`config.mk`:
```
export PLATFORM = sky130hd
export DESIGN_NAME = date_text_parser
export DESIGN_NICKNAME = d
export VERILOG_FILES = /design/src/hdl/dtp_pkg.sv /design/src/hdl/dtp_acc.sv /design/src/hdl/dtp_scan.sv /design/src/hdl/dtp_result.sv /design/src/hdl/date_text_parser.sv
export SDC_FILE = /design/constraint.sdc
export NUM_CORES = 1
export LEC_CHECK = 0
export ABC_AREA = 1
export BUFFER_PORTS_ARGS = -buffer_cell sky130_fd_sc_hd__buf_2
export CAP_MARGIN = 20
export CELL_PAD_IN_SITES_DETAIL_PLACEMENT = 1
export CELL_PAD_IN_SITES_GLOBAL_PLACEMENT = 2
export CORE_ASPECT_RATIO = 1.4
export CORE_MARGIN = 2
export CORE_UTILIZATION = 40
export DETAILED_ROUTE_END_ITERATION = 6
export GPL_TIMING_DRIVEN = 0
export PLACE_DENSITY_LB_ADDON = 0.1
export SYNTH_ARGS = -nofsm -noshare
export SYNTH_HDL_FRONTEND = slang
export SYNTH_SLANG_ARGS = --single-unit
```
`constraint.sdc`:
```
create_clock -name aclk -period 11.1 [get_ports aclk]
set_input_delay 1.665 -clock aclk [delete_from_list [all_inputs] [get_ports aclk]]
set_output_delay 1.665 -clock aclk [all_outputs]
set_load 0.01 [all_outputs]
```
`src/hdl/dtp_pkg.sv`:
```
// Shared types, constants and month-name tables for the date text parser.
package dtp_pkg;

    localparam int VALUE_BITS = 16;
    localparam int NAME_CHARS = 9;
    localparam int NAME_COUNT = 23;
    localparam int POS_BITS   = 4;
    localparam int ACC_COUNT  = 6;
    localparam int DATA_BITS  = 56;

    // Accumulator slots
    localparam int ACC_PREFIX     = 0;
    localparam int ACC_DAY_SPACE  = 1;
    localparam int ACC_DAY_SLASH  = 2;
    localparam int ACC_YEAR_COMMA = 3;
    localparam int ACC_YEAR_SLASH = 4;
    localparam int ACC_YEAR_SPACE = 5;

    // Format codes
    localparam logic [1:0] FMT_NONE  = 2'd0;
    localparam logic [1:0] FMT_COMMA = 2'd1;
    localparam logic [1:0] FMT_SLASH = 2'd2;
    localparam logic [1:0] FMT_SPACE = 2'd3;

    // Status codes
    localparam logic [2:0] ST_OK        = 3'd0;
    localparam logic [2:0] ST_NO_FORMAT = 3'd1;
    localparam logic [2:0] ST_EMPTY     = 3'd2;
    localparam logic [2:0] ST_NO_DIGITS = 3'd3;
    localparam logic [2:0] ST_OVERFLOW  = 3'd4;

    // Separator characters
    localparam logic [7:0] CH_COMMA = 8'h2c;
    localparam logic [7:0] CH_SLASH = 8'h2f;
    localparam logic [7:0] CH_SPACE = 8'h20;
    localparam logic [7:0] CH_ZERO  = 8'h30;
    localparam logic [7:0] CH_NINE  = 8'h39;

    typedef enum logic [2:0] {
        PH_IDLE,
        PH_FRESH,
        PH_BLANK,
        PH_DIGITS,
        PH_DONE,
        PH_OVER,
        PH_BAD
    } phase_t;

    typedef struct packed {
        logic [VALUE_BITS-1:0] num;
        phase_t                phase;
    } acc_t;

    typedef struct packed {
        logic                          seen_comma;
        logic                          seen_slash;
        logic [1:0]                    space_count;
        logic                          at_start;
        logic [NAME_COUNT-1:0]         name_mask;
        logic [POS_BITS-1:0]           name_pos;
        acc_t [ACC_COUNT-1:0]          acc;
    } scan_t;

    typedef struct packed {
        logic [VALUE_BITS-1:0] year_value;
        logic [VALUE_BITS-1:0] month_value;
        logic [VALUE_BITS-1:0] day_value;
        logic [1:0]            format_code;
        logic [2:0]            parse_status;
    } result_t;

    // Month names, last character in the lowest byte
    localparam logic [NAME_CHARS*8-1:0] NAME_TEXT [NAME_COUNT] = '{
        "January", "Jan", "February", "Feb", "March", "Mar", "April", "Apr",
        "May", "June", "Jun", "July", "Jul", "August", "Aug", "September",
        "Sep", "October", "Oct", "November", "Nov", "December", "Dec"
    };

    localparam logic [POS_BITS-1:0] NAME_LEN [NAME_COUNT] = '{
        4'd7, 4'd3, 4'd8, 4'd3, 4'd5, 4'd3, 4'd5, 4'd3,
        4'd3, 4'd4, 4'd3, 4'd4, 4'd3, 4'd6, 4'd3, 4'd9,
        4'd3, 4'd7, 4'd3, 4'd8, 4'd3, 4'd8, 4'd3
    };

    localparam logic [3:0] NAME_MONTH [NAME_COUNT] = '{
        4'd1, 4'd1, 4'd2, 4'd2, 4'd3, 4'd3, 4'd4, 4'd4,
        4'd5, 4'd6, 4'd6, 4'd7, 4'd7, 4'd8, 4'd8, 4'd9,
        4'd9, 4'd10, 4'd10, 4'd11, 4'd11, 4'd12, 4'd12
    };

    // Character of a month name at a position; valid only below its length
    function automatic logic [7:0] name_char(input int idx, input logic [POS_BITS-1:0] pos);
        logic [POS_BITS-1:0]     back;
        logic [NAME_CHARS*8-1:0] shifted;
        back    = NAME_LEN[idx] - pos - 1'b1;
        shifted = NAME_TEXT[idx] >> {back, 3'b000};
        return shifted[7:0];
    endfunction

    // Space, tab, LF, VT, FF, CR
    function automatic logic is_blank(input logic [7:0] c);
        return (c == CH_SPACE) || (c inside {[8'h09:8'h0d]});
    endfunction

    // Status that an accumulator reports when read
    function automatic logic [2:0] acc_status(input acc_t a);
        logic [2:0] st;
        case (a.phase)
            PH_DIGITS, PH_DONE: st = ST_OK;
            PH_OVER:            st = ST_OVERFLOW;
            PH_IDLE, PH_FRESH:  st = ST_EMPTY;
            default:            st = ST_NO_DIGITS;
        endcase
        return st;
    endfunction

    function automatic scan_t scan_reset();
        scan_t s;
        s           = '0;
        s.at_start  = 1'b1;
        s.name_mask = '1;
        return s;
    endfunction

endpackage

```
`src/hdl/dtp_acc.sv`:
```
// One decimal number accumulator: restart, blank skip, digit fold and overflow.
module dtp_acc (
    input  dtp_pkg::acc_t acc_in,
    input  logic          start,
    input  logic [7:0]    char_code,
    output dtp_pkg::acc_t acc_out
);
    import dtp_pkg::*;

    acc_t                  base;
    logic                  is_digit;
    logic [3:0]            digit;
    logic [VALUE_BITS+3:0] folded;

    // Apply restart, then feed the character
    always_comb begin
        base = acc_in;
        if (start) begin
            base.num   = '0;
            base.phase = PH_FRESH;
        end
        is_digit = (char_code inside {[CH_ZERO:CH_NINE]});
        digit    = 4'(char_code - CH_ZERO);
        // num * 10 + digit as shift-and-add
        folded   = {1'b0, base.num, 3'b000} + {3'b000, base.num, 1'b0}
                 + {{VALUE_BITS{1'b0}}, digit};
        acc_out  = base;
        case (base.phase)
            PH_FRESH, PH_BLANK: begin
                if (is_blank(char_code)) begin
                    acc_out.phase = PH_BLANK;
                end else if (is_digit) begin
                    acc_out.num   = {{(VALUE_BITS-4){1'b0}}, digit};
                    acc_out.phase = PH_DIGITS;
                end else begin
                    acc_out.phase = PH_BAD;
                end
            end
            PH_DIGITS: begin
                if (is_digit) begin
                    if (folded[VALUE_BITS+3:VALUE_BITS] != 4'd0) begin
                        acc_out.phase = PH_OVER;
                    end else begin
                        acc_out.num = folded[VALUE_BITS-1:0];
                    end
                end else begin
                    acc_out.phase = PH_DONE;
                end
            end
            default: begin
                acc_out = base;
            end
        endcase
    end

endmodule

```
`src/hdl/dtp_scan.sv`:
```
// Per-character scan state and the end-of-string snapshot register.
module dtp_scan (
    input  logic           aclk,
    input  logic           aresetn,
    input  logic           in_accept,
    input  logic           in_last,
    input  logic [7:0]     char_code,
    input  logic           snap_adv,
    output logic           snap_valid,
    output dtp_pkg::scan_t snap
);
    import dtp_pkg::*;

    scan_t                state_reg;
    scan_t                state_next;
    scan_t                snap_reg;
    logic                 snap_valid_reg;
    logic                 is_space;
    logic [ACC_COUNT-1:0] start;
    acc_t [ACC_COUNT-1:0] fed;

    assign is_space = (char_code == CH_SPACE);

    // Restart strobes that act before the character is fed
    always_comb begin
        start                 = '0;
        start[ACC_PREFIX]     = state_reg.at_start;
        start[ACC_DAY_SPACE]  = is_space && (state_reg.space_count == 2'd0);
        start[ACC_YEAR_SPACE] = is_space;
    end

    // Feed all six accumulators in parallel
    for (genvar g = 0; g < ACC_COUNT; g++) begin : g_acc
        dtp_acc u_acc (
            .acc_in    (state_reg.acc[g]),
            .start     (start[g]),
            .char_code (char_code),
            .acc_out   (fed[g])
        );
    end

    // Separator tracking, name match and post-feed restarts
    always_comb begin
        state_next     = state_reg;
        state_next.acc = fed;
        if ((state_reg.space_count == 2'd0) && !is_space) begin
            for (int i = 0; i < NAME_COUNT; i++) begin
                if (!((state_reg.name_pos < NAME_LEN[i]) &&
                      (name_char(i, state_reg.name_pos) == char_code))) begin
                    state_next.name_mask[i] = 1'b0;
                end
            end
            if (state_reg.name_pos != '1) begin
                state_next.name_pos = state_reg.name_pos + 1'b1;
            end
        end
        if ((char_code == CH_COMMA) && !state_reg.seen_comma) begin
            state_next.acc[ACC_YEAR_COMMA].num   = '0;
            state_next.acc[ACC_YEAR_COMMA].phase = PH_FRESH;
            state_next.seen_comma                = 1'b1;
        end
        if (char_code == CH_SLASH) begin
            if (!state_reg.seen_slash) begin
                state_next.acc[ACC_DAY_SLASH].num   = '0;
                state_next.acc[ACC_DAY_SLASH].phase = PH_FRESH;
            end
            state_next.acc[ACC_YEAR_SLASH].num   = '0;
            state_next.acc[ACC_YEAR_SLASH].phase = PH_FRESH;
            state_next.seen_slash                = 1'b1;
        end
        if (is_space && !state_reg.space_count[1]) begin
            state_next.space_count = state_reg.space_count + 2'd1;
        end
        state_next.at_start = 1'b0;
    end

    // Advance scan state; clear it after the final character
    always_ff @(posedge aclk) begin
        if (!aresetn) begin
            state_reg <= scan_reset();
        end else if (in_accept) begin
            state_reg <= in_last ? scan_reset() : state_next;
        end
    end

    // Snapshot valid
    always_ff @(posedge aclk) begin
        if (!aresetn) begin
            snap_valid_reg <= 1'b0;
        end else if (snap_adv) begin
            snap_valid_reg <= in_accept && in_last;
        end
    end

    // Snapshot payload: hold the state as it stands after the final character
    always_ff @(posedge aclk) begin
        if (snap_adv && in_accept && in_last) begin
            snap_reg <= state_next;
        end
    end

    assign snap_valid = snap_valid_reg;
    assign snap       = snap_reg;

endmodule

```
`src/hdl/dtp_result.sv`:
```
// Format selection, error ranking and the result register.
module dtp_result (
    input  logic             aclk,
    input  logic             aresetn,
    input  logic             snap_valid,
    input  dtp_pkg::scan_t   snap,
    input  logic             out_ready,
    output logic             out_adv,
    output logic             out_valid,
    output dtp_pkg::result_t result
);
    import dtp_pkg::*;

    result_t res_reg;
    result_t res_next;
    logic    out_valid_reg;
    logic    lead_space;
    logic    empty;
    logic    named;
    acc_t    year_acc;
    acc_t    day_acc;

    // Pick the fields of the chosen format and rank the errors
    always_comb begin
        res_next   = '0;
        year_acc   = '0;
        day_acc    = '0;
        empty      = 1'b0;
        named      = 1'b0;
        lead_space = (snap.name_pos == '0) && (snap.space_count != 2'd0);
        if (snap.seen_comma) begin
            res_next.format_code = FMT_COMMA;
            year_acc             = snap.acc[ACC_YEAR_COMMA];
            day_acc              = snap.acc[ACC_DAY_SPACE];
            empty                = lead_space;
        end else if (snap.seen_slash) begin
            res_next.format_code = FMT_SLASH;
            year_acc             = snap.acc[ACC_YEAR_SLASH];
            day_acc              = snap.acc[ACC_DAY_SLASH];
        end else if (snap.space_count[1]) begin
            res_next.format_code = FMT_SPACE;
            year_acc             = snap.acc[ACC_YEAR_SPACE];
            day_acc              = snap.acc[ACC_DAY_SPACE];
            empty                = lead_space;
        end
        if (res_next.format_code == FMT_NONE) begin
            res_next.parse_status = ST_NO_FORMAT;
        end else begin
            if ((year_acc.phase == PH_IDLE) || (year_acc.phase == PH_FRESH) ||
                (day_acc.phase == PH_IDLE) || (day_acc.phase == PH_FRESH)) begin
                empty = 1'b1;
            end
            if (empty) begin
                res_next.parse_status = ST_EMPTY;
            end else begin
                res_next.parse_status = acc_status(year_acc);
                res_next.year_value   = year_acc.num;
                // Exact month name match, not for the slash form
                if (res_next.format_code != FMT_SLASH) begin
                    for (int i = 0; i < NAME_COUNT; i++) begin
                        if (snap.name_mask[i] && (NAME_LEN[i] == snap.name_pos)) begin
                            res_next.month_value = {{(VALUE_BITS-4){1'b0}}, NAME_MONTH[i]};
                            named                = 1'b1;
                        end
                    end
                end
                if (!named) begin
                    res_next.month_value = snap.acc[ACC_PREFIX].num;
                    if (res_next.parse_status == ST_OK) begin
                        res_next.parse_status = acc_status(snap.acc[ACC_PREFIX]);
                    end
                end
                res_next.day_value = day_acc.num;
                if (res_next.parse_status == ST_OK) begin
                    res_next.parse_status = acc_status(day_acc);
                end
            end
        end
        // Drop values on any error
        if (res_next.parse_status != ST_OK) begin
            res_next.year_value  = '0;
            res_next.month_value = '0;
            res_next.day_value   = '0;
        end
    end

    assign out_adv = !out_valid_reg || out_ready;

    // Result valid
    always_ff @(posedge aclk) begin
        if (!aresetn) begin
            out_valid_reg <= 1'b0;
        end else if (out_adv) begin
            out_valid_reg <= snap_valid;
        end
    end

    // Result payload
    always_ff @(posedge aclk) begin
        if (out_adv && snap_valid) begin
            res_reg <= res_next;
        end
    end

    assign out_valid = out_valid_reg;
    assign result    = res_reg;

endmodule

```
`src/hdl/date_text_parser.sv`:
```
// Top level of the streaming date text parser.
// Throughput: one character per cycle while m_tready does not stall the output, with no gaps between strings.
// The result passes through the snapshot register, then the result register,
// after the transfer of the final character.
// Reset: synchronous active-low aresetn clears the scan state and both valid
// flags; the parser is ready in the first cycle after reset.
module date_text_parser (
    input  logic                            aclk,
    input  logic                            aresetn,
    input  logic                            s_tvalid,
    output logic                            s_tready,
    input  logic [7:0]                      s_tdata,   // [7:0] char_code
    input  logic                            s_tlast,   // last_char
    output logic                            m_tvalid,
    input  logic                            m_tready,
    // [15:0] year_value, [31:16] month_value, [47:32] day_value,
    // [49:48] format_code, [52:50] parse_status, [55:53] zero
    output logic [dtp_pkg::DATA_BITS-1:0]   m_tdata
);
    import dtp_pkg::*;

    logic    in_accept;
    logic    snap_valid;
    logic    snap_adv;
    logic    out_adv;
    scan_t   snap;
    result_t result;

    // Snapshot stage moves when empty or when the result stage takes it
    assign snap_adv  = !snap_valid || out_adv;
    assign s_tready  = snap_adv;
    assign in_accept = s_tvalid && s_tready;

    dtp_scan u_scan (
        .aclk       (aclk),
        .aresetn    (aresetn),
        .in_accept  (in_accept),
        .in_last    (s_tlast),
        .char_code  (s_tdata),
        .snap_adv   (snap_adv),
        .snap_valid (snap_valid),
        .snap       (snap)
    );

    dtp_result u_result (
        .aclk       (aclk),
        .aresetn    (aresetn),
        .snap_valid (snap_valid),
        .snap       (snap),
        .out_ready  (m_tready),
        .out_adv    (out_adv),
        .out_valid  (m_tvalid),
        .result     (result)
    );

    // Pack the result transfer
    assign m_tdata = {3'b000, result.parse_status, result.format_code,
                      result.day_value, result.month_value, result.year_value};

endmodule

```
==> results_tabular.tex <==
\begin{tabular}{lr}
\hline
Metric & Value \\
\hline
\multicolumn{2}{l}{\textbf{Outcome}} \\
\quad Outcome & completed \\
\multicolumn{2}{l}{\textbf{Floorplan}} \\
\quad Area enclosed by the die boundary & 71600 um2 \\
\quad Core Rows & 114 \\
\quad Top-Level Pins & 71 \\
\quad Floorplan die width & 227 um \\
\quad Chip height & roughly 320 um \\
\quad Initial Utilization & 0.403 \\
\quad Area of the placeable core & 68900 um2 \\
\multicolumn{2}{l}{\textbf{Finish}} \\
\quad Share of post-route cells with drive strength above 1 & 0.0752 \\
\quad Number of nets at the end of the flow & approximately 4300 \\
\quad Most frequent cells in the layout & 1115 x sky130\_fd\_sc\_hd\_\_nand2\_1, 447 x sky130\_fd\_sc\_hd\_\_inv\_1, 380 x sky130\_fd\_sc\_hd\_\_a21oi\_1, 298 x sky130\_fd\_sc\_hd\_\_nand3\_1, 212 x sky130\_fd\_sc\_hd\_\_ha\_1 \\
\quad Area delta synth->final & 10.7\% \\
\quad Final standard cell area without fillers & 30800 um2 \\
\quad Final antenna diode count & 0 \\
\quad Most common cell after layout, fill and taps aside & sky130\_fd\_sc\_hd\_\_nand2\_1 \\
\multicolumn{2}{l}{\textbf{GRT}} \\
\quad Overall Global Routing Usage & 0.290 \\
\quad Antenna violations before repair & 1 \\
\quad Remaining global-route overflow & 0 \\
\quad Wire length of the first global-routing pass & 160000 um \\
\quad Pin count of the biggest net entering global routing & 77 \\
\quad Number of global-route vias before repair & 27900 \\
\multicolumn{2}{l}{\textbf{Place}} \\
\quad Dpl hpwl & 81100 um \\
\quad Routability Congestion & 0.888 \\
\quad Port buffer count & 65 \\
\quad Area of placed instances & 29400 um2 \\
\multicolumn{2}{l}{\textbf{Timing}} \\
\quad Measured slew at the worst slew-check pin & roughly 1100 ps \\
\quad Fin. Hold Viols & 0 \\
\quad Part of the cycle the worst path needs & 0.591 \\
\quad Achievable frequency & 152 MHz \\
\quad Clock tree skew after final layout & 34.0 ps \\
\quad Clock period minus worst slack & 6560 ps \\
\quad Total setup violations reported at the end of the flow & 0 \\
\quad RSZ-0062 raised after global routing & no \\
\quad Summed negative setup slack over all endpoints & 0 ps \\
\quad Max-slew headroom & 0.261 \\
\quad Number of max-slew violations in the final report & 0 \\
\multicolumn{2}{l}{\textbf{Synth}} \\
\quad Part of the Yosys area used for sequential elements & 0.320 \\
\quad Most used flip-flop cell after synthesis & sky130\_fd\_sc\_hd\_\_edfxtp\_1 \\
\quad Synthesized area divided by synthesized cell count & a little over 7 um2 \\
\quad Leading area contributor after synthesis & sky130\_fd\_sc\_hd\_\_edfxtp\_1 \\
\quad Share of Yosys cell area claimed by the top area cell type & 0.214 \\
\quad Synthesis-stage register bit count & 346 \\
\quad Number of flops mapped to enable cells by yosys & 198 \\
\quad Synthesized instance count & 3936 \\
\quad Total of warnings raised by yosys & 0 \\
\quad Post-synth cell types & between 60 and 70 \\
\quad Async set-or-reset flop fraction in the synthesized netlist & 0 \\
\quad Leading post-synthesis cells by cell area & sky130\_fd\_sc\_hd\_\_edfxtp\_1 21\%, sky130\_fd\_sc\_hd\_\_nand2\_1 15\%, sky130\_fd\_sc\_hd\_\_dfxtp\_1 11\%, sky130\_fd\_sc\_hd\_\_ha\_1 9.5\%, sky130\_fd\_sc\_hd\_\_a21oi\_1 6.9\% \\
\quad Post-synthesis cell area & between 20000 and 30000 um2 \\
\multicolumn{2}{l}{\textbf{Critical path}} \\
\quad Critical path class & in -> reg \\
\quad Arrival time reported for the critical path endpoint & 6890 ps \\
\quad Highest net fanout along the worst path & 10 \\
\quad Crit path launch type & input port \\
\quad Req. time, crit path & 11420 ps \\
\quad Worst setup EP type & flip-flop \\
\multicolumn{2}{l}{\textbf{Job}} \\
\quad Number of max-cap violations & 0 \\
\multicolumn{2}{l}{\textbf{Power and ir drop}} \\
\quad Cell internal power dissipation & approximately 2.3 mW \\
\quad Peak VDD IR & between 90 and 100 uV \\
\quad Total Power & roughly 3.1 mW \\
\quad LEAKAGE & 14.4 nW \\
\quad Switching power summed over all nets & 0.825 mW \\
\quad Share of total power in the clock network & 0.459 \\
\quad Combinational group share of total power & 0.090 \\
\quad Cell Pwr Density & about 100 nW/um2 \\
\quad Sequential cell fraction of total power & 0.451 \\
\quad Net switching share of the total power & 0.266 \\
\multicolumn{2}{l}{\textbf{Clock network}} \\
\quad TritonCTS clock tree & yes \\
\quad PostCTS Resize Cnt & 0 \\
\quad Hold-fix buffers at CTS & 0 \\
\quad Number of buffers inserted during clock tree synthesis & 39 \\
\quad Setup bufs post-CTS & 0 \\
\quad Num Clock Sinks & 346 \\
\quad Number of levels in the clock H-tree & 2 \\
\quad Worst-Skew Late Latency & 610 ps \\
\quad Clock transition at path regs & roughly 60 ps \\
\quad Maximum buffer depth of the clock tree & 3 \\
\quad CTS Root Cell & sky130\_fd\_sc\_hd\_\_clkbuf\_16 \\
\multicolumn{2}{l}{\textbf{Detailed routing}} \\
\quad Total number of vias & around 27000 \\
\quad Final routed DRC violation total & 0 \\
\quad Total wire length after detailed routing & approximately 100000 um \\
\quad Count of nets left with antenna violations after detail routing & 0 \\
\quad Routed WL per cell & 20.7 um \\
\quad Length of the first detailed-routing pass in iterations & 5 \\
\quad Post-detailed-route via-to-cell ratio & 5.46 \\
\quad Violation count after the first detailed-routing iteration & 1773 \\
\multicolumn{2}{l}{\textbf{Hold path}} \\
\quad Classification of the worst-slack hold path & reg -> reg \\
\hline
\end{tabular}
## cells in the mapped netlist, drive strengths merged (4+ instances only)
library cell,instances
nor2,265
a21boi,58
buf,69
fa,12
nor3,39
dfxtp,148
xor2,62
a22oi,36
o21ai,131
or2,9
and3,6
and2,12
nand2,1120
clkbuf,92
xnor2,38
nand4,119
o211ai,7
a31oi,70
edfxtp,198
o21bai,8
a211oi,9
nand3,311
inv,459
a2111oi,4
a21oi,383
nor4,5
a21o,4
ha,212
nand3b,27
## metal layers
layer | global-route usage | routed length [um]
met1 | 0.357 | 44800
met4 | 0.0984 | 3550
met5 | 0 | 13
met3 | 0.0279 | 3390
met2 | 0.524 | 51700
## power by group through the flow
stage | sequential [mW] | clock (mW) | combinational, mW
finish | 1.40 | 1.43 | 0.279
global route | 1.40 | 1.48 | 0.303
CTS | 1.40 | 1.44 | 0.278
detailed placement | 1.43 | 0 | 0.277
global placement | 1.43 | 0 | 0.269
floorplan | 1.43 | 0 | 0.171
## metrics by stage
| step | instances | worst slack (ps) | util | hold slack (ps) |
|---|---|---|---|---|
| global route | 5008 | 4250 | 0.447 | 483 |
| floorplan | 3938 | 5480 | - | 431 |
| global placement | 4931 | 3170 | 0.425 | 440 |
| CTS | 5008 | 4570 | 0.447 | 465 |
| finish | 5008 | 4540 | 0.447 | 465 |
| detailed placement | 4936 | 4010 | 0.427 | 451 |
## critical path: stages
cell and delay (ps):
sky130_fd_sc_hd__buf_2 530, sky130_fd_sc_hd__buf_2 310, sky130_fd_sc_hd__nor2_1 90, sky130_fd_sc_hd__nand2_1 180
sky130_fd_sc_hd__nor2_8 110, sky130_fd_sc_hd__inv_4 160, sky130_fd_sc_hd__clkbuf_1 490, sky130_fd_sc_hd__nand2_1 240
sky130_fd_sc_hd__inv_1 200, sky130_fd_sc_hd__fa_1 470, sky130_fd_sc_hd__ha_1 300, sky130_fd_sc_hd__nand3_1 90
sky130_fd_sc_hd__nand3_1 170, sky130_fd_sc_hd__nand2_1 110, sky130_fd_sc_hd__nand2_1 100, sky130_fd_sc_hd__nand2_1 140
sky130_fd_sc_hd__nand2_1 80, sky130_fd_sc_hd__nand2_1 60, sky130_fd_sc_hd__nand2_1 90, sky130_fd_sc_hd__inv_1 100
sky130_fd_sc_hd__clkbuf_1 320, sky130_fd_sc_hd__nand4_1 200, sky130_fd_sc_hd__nand3_1 160, sky130_fd_sc_hd__nand2_1 80
sky130_fd_sc_hd__a21boi_0 400
## final timing paths
check	startpoint	to	slack, ps	cells past startpoint
max	s_tdata[3]	u_scan.snap[111]$_DFFE_PP_	4540	25
max reg2reg	u_scan.state_reg[142]$_SDFFE_PN0P_	u_scan.snap[24]$_DFFE_PP_	6320	23
min	u_scan.state_reg[12]$_SDFFE_PN0P_	u_scan.state_reg[12]$_SDFFE_PN0P_	460	2
min reg2reg	u_scan.state_reg[12]$_SDFFE_PN0P_	u_scan.state_reg[12]$_SDFFE_PN0P_	460	2
## cell type report
cell class	instances	area, um2
buffer	161	763
clock buffer	47	1050
clock inverter	25	323
fill	8936	38100
inverter	462	1750
multi-input combinational	2969	16400
sequential	346	8910
tap	928	1160
timing repair buffer	70	434
## cell families (layout without fill, tap and decap cells)
| group | Yosys count | in the layout | synth area share |
|---|---|---|---|
| AO/OA/AOI/OAI | 727 | 727 | 0.150 |
| buffers and inverters | 623 | 765 | 0.0901 |
| other | 1 | 3 | 0.000135 |
| XOR/XNOR | 100 | 100 | 0.0315 |
| flip-flops | 346 | 346 | 0.320 |
| AND/OR/NAND/NOR | 1915 | 1915 | 0.304 |
| adder cells (fa/ha/maj) | 224 | 224 | 0.104 |
Power figures use the tool's default switching activity.
